$ cat src/design/mcml_pkg.sv
// Shared types, codes and defaults for the maze cell merge labeller.
package mcml_pkg;

  localparam int DEF_MAX_COLUMNS = 64;
  localparam int DEF_MAX_ROWS    = 64;

  localparam int CFG_DATA_W = 7;
  localparam int CFG_IDX_W  = 2;

  localparam logic [6:0] GRID_COLUMNS_RST   = 7'd32;
  localparam logic [6:0] GRID_ROWS_RST      = 7'd32;
  localparam logic [3:0] CORRIDOR_WIDTH_RST = 4'd2;

  typedef enum logic [CFG_IDX_W-1:0] {
    CFG_GRID_COLUMNS   = 2'd0,
    CFG_GRID_ROWS      = 2'd1,
    CFG_CORRIDOR_WIDTH = 2'd2,
    CFG_UNUSED         = 2'd3
  } cfg_idx_e;

  typedef enum logic [0:0] {
    OP_CONNECT = 1'b0,
    OP_RESTART = 1'b1
  } op_e;

  typedef enum logic [1:0] {
    DIR_XP = 2'd0,
    DIR_XN = 2'd1,
    DIR_YP = 2'd2,
    DIR_YN = 2'd3
  } dir_e;

  typedef enum logic [2:0] {
    ST_MERGED    = 3'd0,
    ST_OUTSIDE   = 3'd1,
    ST_JOINED    = 3'd2,
    ST_DONE      = 3'd3,
    ST_RESTARTED = 3'd4
  } status_e;

  typedef struct packed {
    logic       operation;
    logic [5:0] cell_x;
    logic [5:0] cell_y;
    logic [1:0] direction;
  } in_t;

  typedef struct packed {
    status_e     status;
    logic [10:0] wall_x;
    logic [10:0] wall_y;
    logic        run_along_y;
    logic [12:0] cells_in_other_groups;
    logic        all_connected;
  } out_t;

  typedef enum logic [3:0] {
    S_INIT,
    S_IDLE,
    S_CHECK,
    S_RD_SRC,
    S_RD_NB,
    S_CMP,
    S_SCAN,
    S_FILL,
    S_REPORT
  } state_e;

  typedef struct packed {
    logic load_item;
    logic check;
    logic read_src;
    logic read_nb;
    logic compare;
    logic scan;
    logic fill;
    logic report;
  } ctrl_cmd_t;

  typedef struct packed {
    logic start_restart;
    logic maze_done;
    logic outside;
    logic joined;
    logic scan_last;
    logic fill_last;
  } dp_stat_t;

endpackage

$ cat src/design/mcml_ctrl.sv
// Sequencer for the labeller: clearing pass, lookups, relabel scan and report.
module mcml_ctrl (
  input  logic               clk_i,
  input  logic               rst_ni,
  input  logic               start,
  output logic               busy,
  input  mcml_pkg::dp_stat_t stat_i,
  output mcml_pkg::ctrl_cmd_t cmd_o
);
  import mcml_pkg::*;

  state_e state_q, state_d;

  always_ff @(posedge clk_i or negedge rst_ni) begin
    if (!rst_ni) begin
      state_q <= S_INIT;
    end else begin
      state_q <= state_d;
    end
  end

  always_comb begin
    state_d = state_q;
    case (state_q)
      S_INIT: begin
        if (stat_i.fill_last) state_d = S_IDLE;
      end
      S_IDLE: begin
        if (start) state_d = stat_i.start_restart ? S_FILL : S_CHECK;
      end
      S_CHECK: begin
        if (stat_i.maze_done || stat_i.outside) state_d = S_REPORT;
        else state_d = S_RD_SRC;
      end
      S_RD_SRC: state_d = S_RD_NB;
      S_RD_NB:  state_d = S_CMP;
      S_CMP: begin
        state_d = stat_i.joined ? S_REPORT : S_SCAN;
      end
      S_SCAN: begin
        if (stat_i.scan_last) state_d = S_REPORT;
      end
      S_FILL: begin
        if (stat_i.fill_last) state_d = S_REPORT;
      end
      S_REPORT: state_d = S_IDLE;
      default:  state_d = S_INIT;
    endcase
  end

  always_comb begin
    cmd_o = '0;
    busy  = 1'b1;
    case (state_q)
      S_INIT:   cmd_o.fill = 1'b1;
      S_IDLE: begin
        busy            = 1'b0;
        cmd_o.load_item = start;
      end
      S_CHECK:  cmd_o.check    = 1'b1;
      S_RD_SRC: cmd_o.read_src = 1'b1;
      S_RD_NB:  cmd_o.read_nb  = 1'b1;
      S_CMP:    cmd_o.compare  = 1'b1;
      S_SCAN:   cmd_o.scan     = 1'b1;
      S_FILL:   cmd_o.fill     = 1'b1;
      S_REPORT: cmd_o.report   = 1'b1;
      default:  cmd_o = '0;
    endcase
  end

endmodule

$ cat config.mk
export PLATFORM = sky130hd
export DESIGN_NAME = mcml_ctrl
export DESIGN_NICKNAME = d
export VERILOG_FILES = /design/src/design/mcml_pkg.sv /design/src/design/mcml_ctrl.sv
export SDC_FILE = /design/constraint.sdc
export NUM_CORES = 1
export LEC_CHECK = 0
export CORE_AREA = 2 2 39 41
export CTS_CLUSTER_DIAMETER = 150
export CTS_CLUSTER_SIZE = 10
export DETAILED_ROUTE_END_ITERATION = 12
export DIE_AREA = 0 0 41 43
export DONT_BUFFER_PORTS = 1
export PLACE_DENSITY = 0.57
export SKIP_LAST_GASP = 1
export SYNTH_ARGS = -nofsm -noshare
export SYNTH_HDL_FRONTEND = slang
export SYNTH_SLANG_ARGS = --single-unit
$ cat constraint.sdc
create_clock -name clk_i -period 1.4 [get_ports clk_i]
set_input_delay 0.07 -clock clk_i [delete_from_list [all_inputs] [get_ports clk_i]]
set_output_delay 0.07 -clock clk_i [all_outputs]
set_load 0.01 [all_outputs]
# After elaboration in Yosys (flattened, before gate mapping)
# Index checks and enable logic that the tools add are counted.
dict set report totals {
  regBits 4
  in_bits 9
  out_inout_bits 9
  elab_cells 34
}
dict set report classes {
  n_eq_ne 12
  mux 17
  reduce_logical 4
}
# op n
set ops {}
lappend ops {{$pmux 4 s9} 1}
lappend ops {{$mux 4} 6}
lappend ops {{$eq 4x3->1 const B} 4}
lappend ops {{$mux 1} 9}
lappend ops {{$eq 4x2->1 const B} 2}
lappend ops {{$ne 2x2->1 const B} 4}
lappend ops {{$eq 4x1->1 const B} 1}
lappend ops {{$eq 4x4->1 const B} 1}
lappend ops {{$logic_not 4->1} 1}
lappend ops {{$reduce_and 4->1} 1}
lappend ops {{$mux 3} 1}
lappend ops {{$reduce_or 2->1} 1}
lappend ops {{$logic_or 1x1->1} 1}

# Logic depth before layout (Yosys ltp)
# Gate-level depths: netlist of the first run.
dict set report depth {
  depth_word 3
  depth_mapped 5
  mapped_depth_nobuf 4
}

# Least setup slack after synthesis of the first run
# Ideal clock, no wire load.
dict set report synth_path {
  kind {reg2reg}
  startpoint {register state_q[0]}
  endpoint {register state_q[0]}
  arrival_ns 1.203
  required_time_ns 1.275
  path_slack_ns 0.071
  stages_incl_launch_ff 4
  n_path_buf 0
  path_cell_list {dfrtp_1 or4_4 o221ai_2 o21ai_1}
}
dict set report synth_via {
  elab_chain_len 3
}
# item line_no
set synth_rtl {}
lappend synth_rtl {{start: declaration} mcml_ctrl.sv:12} ;# state_e state_q, state_d;
lappend synth_rtl {{start signal: assignment} mcml_ctrl.sv:18} ;# state_q <= state_d;
lappend synth_rtl {{$eq 4x3->1, or another cell as far along} mcml_ctrl.sv:24} ;# case (state_q)
lappend synth_rtl {{$ne 2x2->1 (no source line)} n/a}
lappend synth_rtl {{$reduce_and 4->1 (no source line)} n/a}
# Parallel ways exist; a longest one is shown, timed or not.
# A chain may end at the register's enable or synchronous reset.

==> results of run 1 <==
-- where the power goes --
part / switching, W / total [W] / internal [W]
sequential: 0.0000690 / 0.000239 / 0.000170
clock: 0.0000502 / 0.000146 / 0.0000960
combinational: 0.000556 / 0.00117 / 0.000614
-- worst max-delay path, delay by kind of cell, from the launching register on --
kind	cells	cell delay, ns
AND/OR/NAND/NOR	2	0.38
buffers and inverters	2	0.32
flip-flops	1	0.44
-- final timing paths --
check / slack (ns) / cells after the start / endpoint
max: -0.05 / 4 / cmd_o[6]
min: 0.06 / 2 / state_q[3]$_DFFE_PN0P_
max reg2reg: 0 / 6 / state_q[1]$_DFFE_PN0P_
min reg2reg: 0.70 / 2 / state_q[3]$_DFFE_PN0P_
max in group asynchronous: 1.12 / 1 / state_q[3]$_DFFE_PN0P_
min in group asynchronous: 0.09 / 1 / state_q[1]$_DFFE_PN0P_
-- cell type report --
| type | count | area (sq um) | share of cell area |
|---|---|---|---|
| Clock buffer | 3 | 22.5 | 0.0334 |
| Multi-Input combinational cell | 48 | 373 | 0.553 |
| Sequential cell | 4 | 103 | 0.152 |
| Tap cell | 16 | 20.0 | 0.0297 |
| Timing Repair Buffer | 18 | 156 | 0.232 |
-- per-layer routing --
layer / wire length [um] / up-vias / track usage
met1: 507 / 245 / 0.199
li1: - / 245 / -
met5: 0 / - / 0
met4: 19 / 0 / 0.0600
met3: 66 / 2 / 0.0262
met2: 723 / 14 / 0.256
-- through the flow --
| step | std cells | hold slack [ns] | power [W] |
|---|---|---|---|
| 3_3_place_gp | 79 | -0.226 | 0.00101 |
| 5_1_grt | 89 | 0.0941 | 0.00168 |
| 2_1_floorplan | 56 | -0.226 | 0.000755 |
| 3_5_place_dp | 79 | -0.226 | 0.00101 |
| 4_1_cts | 85 | 0.0552 | 0.00129 |
| 6_report | 89 | 0.0571 | 0.00155 |
-- cell families (layout without fill, tap and decap cells) --
group | Yosys count | count (layout) | share of synthesized area
AND/OR/NAND/NOR | 29 | 29 | 0.402
AO/OA/AOI/OAI | 19 | 19 | 0.311
flip-flops | 4 | 4 | 0.244
buffers and inverters | 4 | 21 | 0.0427
-- layout by cell type, fill, tap and decap left out, types with 2 or more instances in the layout --
master	netlist	final
nand2b_4	0	2
o21ai_0	6	6
buf_4	0	12
nor2b_1	4	2
nor2_2	0	2
nor2b_4	0	2
dfrtp_2	0	2
nand2_1	4	4
nor2_1	7	5
a21oi_1	4	3
dfrtp_1	4	2
buf_6	0	5
clkbuf_4	0	3
-- timing repair --
action	in CTS	in global routing
hold buffers	1	0
setup buffers	2	4
endpoints found under the setup margin	5	11
endpoints found under the hold margin	4	0
resized for setup	10	16
pin swaps	2	3
==> results.txt, run 1 <==
----------------------------------------------------
[Floorplanning]
  DIE HEIGHT ... 43 um
  Die area ... 1760 sq um
  I/O pin count ... 18
  Area of the core ... 1380 sq um
  Initial core utilization ... 0.297
  Standard-cell rows ... 14
  Overall die width ... 41 um

[Layout]
  Biggest registers after layout ... state_q: 4 flops
  Area growth from synthesis to final layout ... 64.3%
  Core occupancy in the finished layout ... 0.487
  Fill cell instance count of the final layout ... 142
  Most flop-heavy register ... state_q
  Antenna diode instance count ... 0
  Post-route standard cell area excluding fillers ... 674 sq um
  Max FFs per register ... 4
  NumNets Final ... 84
  Share of cells above drive strength 1 ... 0.534

[Critical path]
  Maximum fanout count along the critical path ... 8
  Crit. Startpoint ... state_q[0]$_DFFE_PN0P_
  Type of the setup path with the least slack ... reg2out
  Setup crit start kind ... flop
  Worst r2r src ... state_q[0]$_DFFE_PN0P_
  Worst EP arrival ... 1.38 ns
  Kind of end point of the critical path ... primary output
  Slowest CP cell ... dfrtp_2
  Critical Path Max Stage Delay ... 0.44 ns
  CP Data Required Time ... 1.33 ns
  Cells traversed along the worst timing path ... buf_6, nand2b_4, nor3_2, buf_4

[Synthesis]
  Mapped Area ... 410 sq um
  Post-synthesis register bit count ... 4
  Gate Count Post-Synth ... 56
  Post-synth top flop ... dfrtp_1
  Most frequent cells after synthesis ... nor2_1 (7), o21ai_0 (6)
  Syn Nets ... 65
  Top cell type by total area after synthesis ... dfrtp_1
  Dominant cells by area after synthesis ... dfrtp_1 (24%), o21ai_0 (7.3%), nor2_1 (6.4%)
  EDFF count, synth ... 0
  Synthesis Warnings ... 0
  Seq/Total Area, Yosys ... 0.244
  Post-synth top area share ... 0.244
  FFs w/ async S/R, synth ... 1.00
  Number of unique standard cell types used by synthesis ... 27
  Cell with the most instances after synthesis ... nor2_1
  Post-synthesis average cell area ... 7.33 sq um

[Global route]
  Global-route congestion overflow total ... 0
  Global-route usage over all layers ... 0.158
  Number of global-route vias before repair ... 479
  Antenna violations before repair ... 0
  Global-route wire length before repair ... 1940 um
  Pin count of the biggest net entering global routing ... 12

[Clock tree]
  Clock transition at the registers of the reported paths ... 0.04 ns
  Clock root buffer ... clkbuf_4
  Num CTS Buffers ... 3
  CTS tree ... done
  Clock insertion delay at the later pin of the skew report ... 0.24 ns
  Clock tree buffer depth ... 2
  Number of sinks on the clock net ... 4
  Number of H-tree branching levels ... 1

[STA]
  Post-route fraction of the period consumed by the critical path ... 1.04
  Measured slew at the worst slew-check pin ... 0.358 ns
  Max Clock Skew ... 0.00894 ns
  Max-slew headroom at the worst pin ... 0.760
  Achievable Freq ... 689 MHz
  Unrepaired setup endpoints after global routing ... yes
  Final setup violation count ... 3
  Post-layout worst setup margin ... -0.0504 ns
  Number of failing hold endpoints at the final stage ... 0
  Number of pins with negative max-slew slack in the final report ... 0
  Final critical-path required period ... 1.45 ns
  Sum of negative setup slack ... -0.0919 ns

[Min path]
  Launch point of the worst hold path ... stat_i[0]
  Path class of the lowest-slack min-delay path ... in2reg

[Route]
  Final routed wire length divided by cell count ... 14.8 um
  Number of DRC violations after detailed-routing iteration 0 ... 14
  Mean number of vias per cell ... 5.69
  Drt first pass iters ... 4
  Post-DRT Antenna Nets ... 0
  Post-detailed-routing wire length ... 1320 um
  # DRC ... 0
  DR vias ... 506

[Placed design]
  GPL Wtd Cong ... 0.720
  Placement-stage cell area ... 495 sq um
  Port Buffer Count ... 0
  Post-detailed-placement half-perimeter wirelength ... 859 um
  Setup WS pre-CTS ... 0.0348 ns

[Outcome]
  Result of the run ... finished, violations left
  Violations in the final reports ... negative setup slack

[Pwr]
  Static Leakage ... 0.275 nW
  Power Dens Cells ... 2310 nW/um^2
  Peak supply drop ... 0.609 mV

[Job]
  Maximum capacitance violations ... 0

----------------------------------------------------
Power figures use the tool's default switching activity.
==> inputs of run 2 (changes only) <==
==> constraint.sdc (replaced) <==
create_clock -name clk_i -period 1.4 [get_ports clk_i]
set_input_delay 0.14 -clock clk_i [delete_from_list [all_inputs] [get_ports clk_i]]
set_output_delay 0.14 -clock clk_i [all_outputs]
set_load 0.01 [all_outputs]
==> run 2 against run 1 <==
  * The flow still finishes with violations (negative setup slack)
  * Sequential power grew 13%
  * Core utilization rose by 1.2 points
  * Register-to-register slack about the same
  * Fmax up 2.2%
  * Largest cell class unchanged
  * Global-route usage is 0.95 points lower
  * Cell area is 2.4% higher
  * Flip-flop and latch count unchanged
==> results.txt, run 2 (same netlist as run 1, synthesis figures left out) <==
----------------------------------------------------
[Outcome]
  Result of the run ... finished, violations left
  Violations in the final reports ... negative setup slack

[Route]
  Post-detailed-routing wire length ... 1320 um
  # DRC ... 0
  Total met3 wirelength after detailed routing ... 45 um
  Mean number of vias per cell ... 5.95
  DR vias ... 524
  Max layer used ... met4
  Post-DRT Antenna Nets ... 0
  Number of DRC violations after detailed-routing iteration 0 ... 29
  Met2 wirelength from detailed routing ... 685 um
  Final routed wire length divided by cell count ... 15.0 um
  Drt first pass iters ... 4
  Met1 layer wirelength in the final routing ... 551 um

[Floorplanning]
  Initial core utilization ... 0.297
  DIE HEIGHT ... 43 um
  Standard-cell rows ... 14
  Area of the core ... 1380 sq um
  Overall die width ... 41 um
  I/O pin count ... 18
  Die area ... 1760 sq um

[Global route]
  Global-route usage over all layers ... 0.149
  Antenna violations before repair ... 0
  Number of global-route vias before repair ... 443
  Global-route wire length before repair ... 1790 um
  Pin count of the biggest net entering global routing ... 12
  Global-route congestion overflow total ... 0

[Placed design]
  Port Buffer Count ... 0
  GPL Wtd Cong ... 0.769
  Post-detailed-placement half-perimeter wirelength ... 867 um

[Critical path]
  Setup crit start kind ... flop
  Type of the setup path with the least slack ... reg2out
  Cells traversed along the worst timing path ... or3_4, a21oi_4
  CP Data Required Time ... 1.26 ns
  Critical Path Max Stage Delay ... 0.44 ns
  Maximum fanout count along the critical path ... 6
  Slowest CP cell ... dfrtp_2
  Worst EP arrival ... 1.28 ns
  Kind of end point of the critical path ... primary output

[STA]
  Number of pins with negative max-slew slack in the final report ... 0
  Measured slew at the worst slew-check pin ... 0.544 ns
  Number of failing hold endpoints at the final stage ... 0
  Sum of negative setup slack ... -0.0191 ns
  Final setup violation count ... 1
  Max Clock Skew ... 0.00923 ns
  Achievable Freq ... 705 MHz
  Post-layout worst setup margin ... -0.0191 ns
  Final critical-path required period ... 1.42 ns
  Unrepaired setup endpoints after global routing ... yes
  Max-slew headroom at the worst pin ... 0.628
  Post-route fraction of the period consumed by the critical path ... 1.01

[Pwr]
  Power Dens Cells ... 2330 nW/um^2
  Overall Power ... 0.00161 W
  Peak supply drop ... 0.812 mV
  Static Leakage ... 0.273 nW

[Clock tree]
  Clock transition at the registers of the reported paths ... 0.04 ns
  Clock root buffer ... clkbuf_4
  Number of H-tree branching levels ... 1
  CTS tree ... done
  Clock insertion delay at the later pin of the skew report ... 0.24 ns
  Number of sinks on the clock net ... 4
  Num CTS Buffers ... 3
  Clock tree buffer depth ... 2

[Layout]
  Antenna diode instance count ... 0
  Commonest cells after routing, fill and taps aside ... buf_4 (11), nor2_1 (6), o21ai_0 (6)
  Max FFs per register ... 4
  Share of cells above drive strength 1 ... 0.528
  Biggest registers after layout ... state_q: 4 flops
  NumNets Final ... 83
  Most common cell after layout, fill and taps aside ... buf_4
  Most flop-heavy register ... state_q
  Fill cell instance count of the final layout ... 135
  Area growth from synthesis to final layout ... 68.3%

[Job]
  Maximum capacitance violations ... 0

[Min path]
  Path class of the lowest-slack min-delay path ... in2reg

----------------------------------------------------
[run 2: power by group]
part	internal [W]	leakage, nW	switching, W
combinational	0.000631	0.212	0.000563
sequential	0.000173	0.0472	0.0000983
clock	0.0000961	0.0138	0.0000511
total	0.000900	0.273	0.000712
[run 2: critical path: cells and delay by family, from the launching register on]
| family | cells | cell delay, ns |
|---|---|---|
| flip-flops | 1 | 0.44 |
| AND/OR/NAND/NOR | 1 | 0.41 |
| AO/OA/AOI/OAI | 1 | 0.18 |
[run 2: path summary, 6_finish.rpt]
path                                             start                endpoint  slack, ns  cells after the start
min in group asynchronous                       rst_ni  state_q[1]$_DFFE_PN0P_       0.17                      1
max in group asynchronous                       rst_ni  state_q[2]$_DFFE_PN0P_       1.04                      1
worst max register to register  state_q[0]$_DFFE_PN0P_  state_q[1]$_DFFE_PN0P_          0                      4
worst min-delay path                         stat_i[0]  state_q[0]$_DFFE_PN0P_       0.14                      2
worst min register to register  state_q[3]$_DFFE_PN0P_  state_q[1]$_DFFE_PN0P_       0.73                      2
worst max-delay path            state_q[1]$_DFFE_PN0P_                cmd_o[1]      -0.02                      2
[run 2: repair_timing]
action | in CTS | in global routing
hold endpoints to repair | 4 | 0
buffers inserted | 1 | 5
gates resized for setup | 15 | 12
pin swaps | 1 | 7
endpoints found under the setup margin | 9 | 12
hold buffers | 1 | 0
[run 2: routing by layer]
| metal | vias up | GRT usage |
|---|---|---|
| li1 | 239 | - |
| met1 | 260 | 0.191 |
| met2 | 17 | 0.231 |
| met3 | 8 | 0 |
| met4 | 0 | 0.100 |
| met5 | - | 0 |
[run 2: through the flow]
step / utilization / hold WS (ns) / area, sq um / worst slack, ns / instances
after global placement: 0.353 / -0.156 / 488 / 0.0296 / 78
final: 0.499 / 0.144 / 691 / -0.0191 / 88
after detailed placement: 0.353 / -0.156 / 488 / -0.00812 / 78
after CTS: 0.420 / 0.127 / 582 / -0.0317 / 83
after floorplan: - / -0.156 / 410 / 0.0537 / 56
after global routing: 0.499 / 0.166 / 691 / -0.0428 / 88
[run 2: final cells by class]
cell class	count	area, sq um	area share
clock buffer	3	22.5	0.0326
sequential	4	104	0.150
multi-input combinational	48	395	0.572
tap	16	20.0	0.0290
timing repair buffer	17	149	0.216
==> inputs of run 3 (changes only) <==
PLACE_DENSITY = not set   (was 0.57)
==> run 3 against run 2 <==
  * Flip-flop and latch count unchanged
  * Final cell count fell by 1.1%
  * The flow still finishes with violations (negative setup slack)
  * First-iteration DRC count down 72%
  * Cell area fell by 0.54%
  * Largest power group unchanged
  * Via count decreased by 8.8%
  * Total power down 2.3%
  * Wire length down 11%
  * Critical path depth increased by 1
  * Global-route usage decreased by 1.8 points
  * Clock-buffer cell count is the same
  * Highest routed layer is now met3
  * Sequential share of layout area decreased by 0.10 points
==> results.txt, run 3 (same netlist as run 1, synthesis figures left out) <==
----------------------------------------------------
[Route]
  # DRC ... 0
  Number of DRC violations after detailed-routing iteration 0 ... 8
  Post-DRT Antenna Nets ... 0
  Final routed wire length divided by cell count ... 13.5 um
  Mean number of vias per cell ... 5.49
  DR vias ... 478
  Drt first pass iters ... 4
  Post-detailed-routing wire length ... 1180 um

[Pwr]
  Static Leakage ... 0.267 nW
  Power Dens Cells ... 2290 nW/um^2
  Peak supply drop ... 0.633 mV

[Layout]
  Area growth from synthesis to final layout ... 67.4%
  Share of cells above drive strength 1 ... 0.521
  Fill cell instance count of the final layout ... 125
  Commonest cells after routing, fill and taps aside ... buf_4 (9), nor2_1 (6), o21ai_0 (6)
  Most flop-heavy register ... state_q
  NumNets Final ... 82
  Max FFs per register ... 4
  Core occupancy in the finished layout ... 0.496
  Antenna diode instance count ... 0
  Most common cell after layout, fill and taps aside ... buf_4
  Post-route standard cell area excluding fillers ... 687 sq um
  Biggest registers after layout ... state_q: 4 flops

[Global route]
  Number of global-route vias before repair ... 405
  Global-route congestion overflow total ... 0
  Routing usage on met3 ... 0.0157
  Global-route usage over all layers ... 0.131
  Global-route wire length before repair ... 1660 um
  Pin count of the biggest net entering global routing ... 12
  Met1 global-route usage ... 0.166
  Antenna violations before repair ... 0
  Routing layer with the top usage in global route ... met2
  Global routing met2 resource utilization ... 0.228

[STA]
  Final critical-path required period ... 1.47 ns
  Sum of negative setup slack ... -0.0761 ns
  Number of failing hold endpoints at the final stage ... 0
  Achievable Freq ... 680 MHz
  Worst Hold Margin ... 0.139 ns
  Max Clock Skew ... 0.00168 ns
  Max-slew headroom at the worst pin ... 0.761
  Post-layout worst setup margin ... -0.0711 ns
  Measured slew at the worst slew-check pin ... 0.355 ns
  Final setup violation count ... 2
  Unrepaired setup endpoints after global routing ... yes
  Post-route fraction of the period consumed by the critical path ... 1.05
  Number of pins with negative max-slew slack in the final report ... 0

[Clock tree]
  Clock tree buffer depth ... 2
  Clock root buffer ... clkbuf_4
  CTS tree ... done
  Clock transition at the registers of the reported paths ... 0.03 ns
  Number of sinks on the clock net ... 4
  Num CTS Buffers ... 3
  Number of H-tree branching levels ... 1
  Clock insertion delay at the later pin of the skew report ... 0.22 ns

[Critical path]
  Critical Path Max Stage Delay ... 0.40 ns
  Kind of end point of the critical path ... primary output
  Type of the setup path with the least slack ... reg2out
  Worst EP arrival ... 1.33 ns
  Cells traversed along the worst timing path ... buf_6, or3_1, a21oi_2
  Worst Reg-to-Reg Cells ... 4
  Crit. Startpoint ... state_q[1]$_DFFE_PN0P_
  Worst r2r src ... state_q[1]$_DFFE_PN0P_
  Endpoint of the worst-slack reg-to-reg timing path ... state_q[0]$_DFFE_PN0P_
  Setup crit start kind ... flop
  CP Data Required Time ... 1.26 ns
  Worst reg-to-reg setup slack ... -0.01 ns
  Worst setup endpoint ... cmd_o[1]
  Slowest CP cell ... dfrtp_1
  Maximum fanout count along the critical path ... 11

[Placed design]
  GPL Wtd Cong ... 0.762
  Setup WS pre-CTS ... -0.00597 ns
  Placement-stage cell area ... 485 sq um
  Post-detailed-placement half-perimeter wirelength ... 755 um
  Port Buffer Count ... 0

[Floorplanning]
  Area of the core ... 1380 sq um
  Die area ... 1760 sq um
  Overall die width ... 41 um
  DIE HEIGHT ... 43 um
  Initial core utilization ... 0.297
  I/O pin count ... 18
  Standard-cell rows ... 14

[Job]
  Maximum capacitance violations ... 0

[Outcome]
  Result of the run ... finished, violations left
  Violations in the final reports ... negative setup slack

[Min path]
  Path class of the lowest-slack min-delay path ... in2reg

----------------------------------------------------
## run 3: how the worst min path moves through the flow
stage | startpoint | endpoint | slack [ns] | cells after the start
detailed placement | rst_ni | state_q[2]$_DFFE_PN0P_ | -0.16 | 0
global route | stat_i[0] | state_q[3]$_DFFE_PN0P_ | 0.17 | 2
floorplan | rst_ni | state_q[0]$_DFFE_PN0P_ | -0.16 | 0
CTS | stat_i[0] | state_q[3]$_DFFE_PN0P_ | 0.12 | 2
global placement | rst_ni | state_q[0]$_DFFE_PN0P_ | -0.16 | 0
finish | stat_i[0] | state_q[3]$_DFFE_PN0P_ | 0.14 | 2
## run 3: through the flow
step	total power [W]	instances
after CTS	0.00138	85
after global routing	0.00169	87
final	0.00158	87
after floorplan	0.000755	56
after global placement	0.00100	76
after detailed placement	0.00101	76
## run 3: area by class of cell
cell class	instances	area [sq um]	share of cell area
well taps	16	20.0	0.0291
clock buffers	3	22.5	0.0328
repair buffers	16	163	0.237
multi-input cells	48	379	0.552
flip-flops and latches	4	103	0.149
## run 3: report_power, final
part           internal, W  switching [W]  leakage (nW)  total [W]
Clock            0.0000949      0.0000344        0.0138   0.000129
Sequential        0.000169      0.0000659        0.0480   0.000235
Combinational     0.000635       0.000576         0.205    0.00121
## run 3: what timing repair did
item | in CTS | in global routing
cloned | 0 | 0
endpoints found under the hold margin | 4 | 0
buffers inserted | 5 | 2
endpoints found under the setup margin | 9 | 12
hold buffers | 1 | 0
pin swaps | 2 | 4
resized for setup | 14 | 11
## run 3: worst max-delay path: cells and delay by family (launching register included)
kind / cells / cell delay, ns
and+or+nand+nor: 1 / 0.36
DFF: 1 / 0.40
AOI/OAI and AO/OA: 1 / 0.19
buffers and inverters: 1 / 0.16
## run 3: metal layers
metal	vias to the layer above	part of all wire
met5	-	0
met2	11	0.53
li1	243	-
met1	224	0.42
met3	0	0.042
met4	0	0
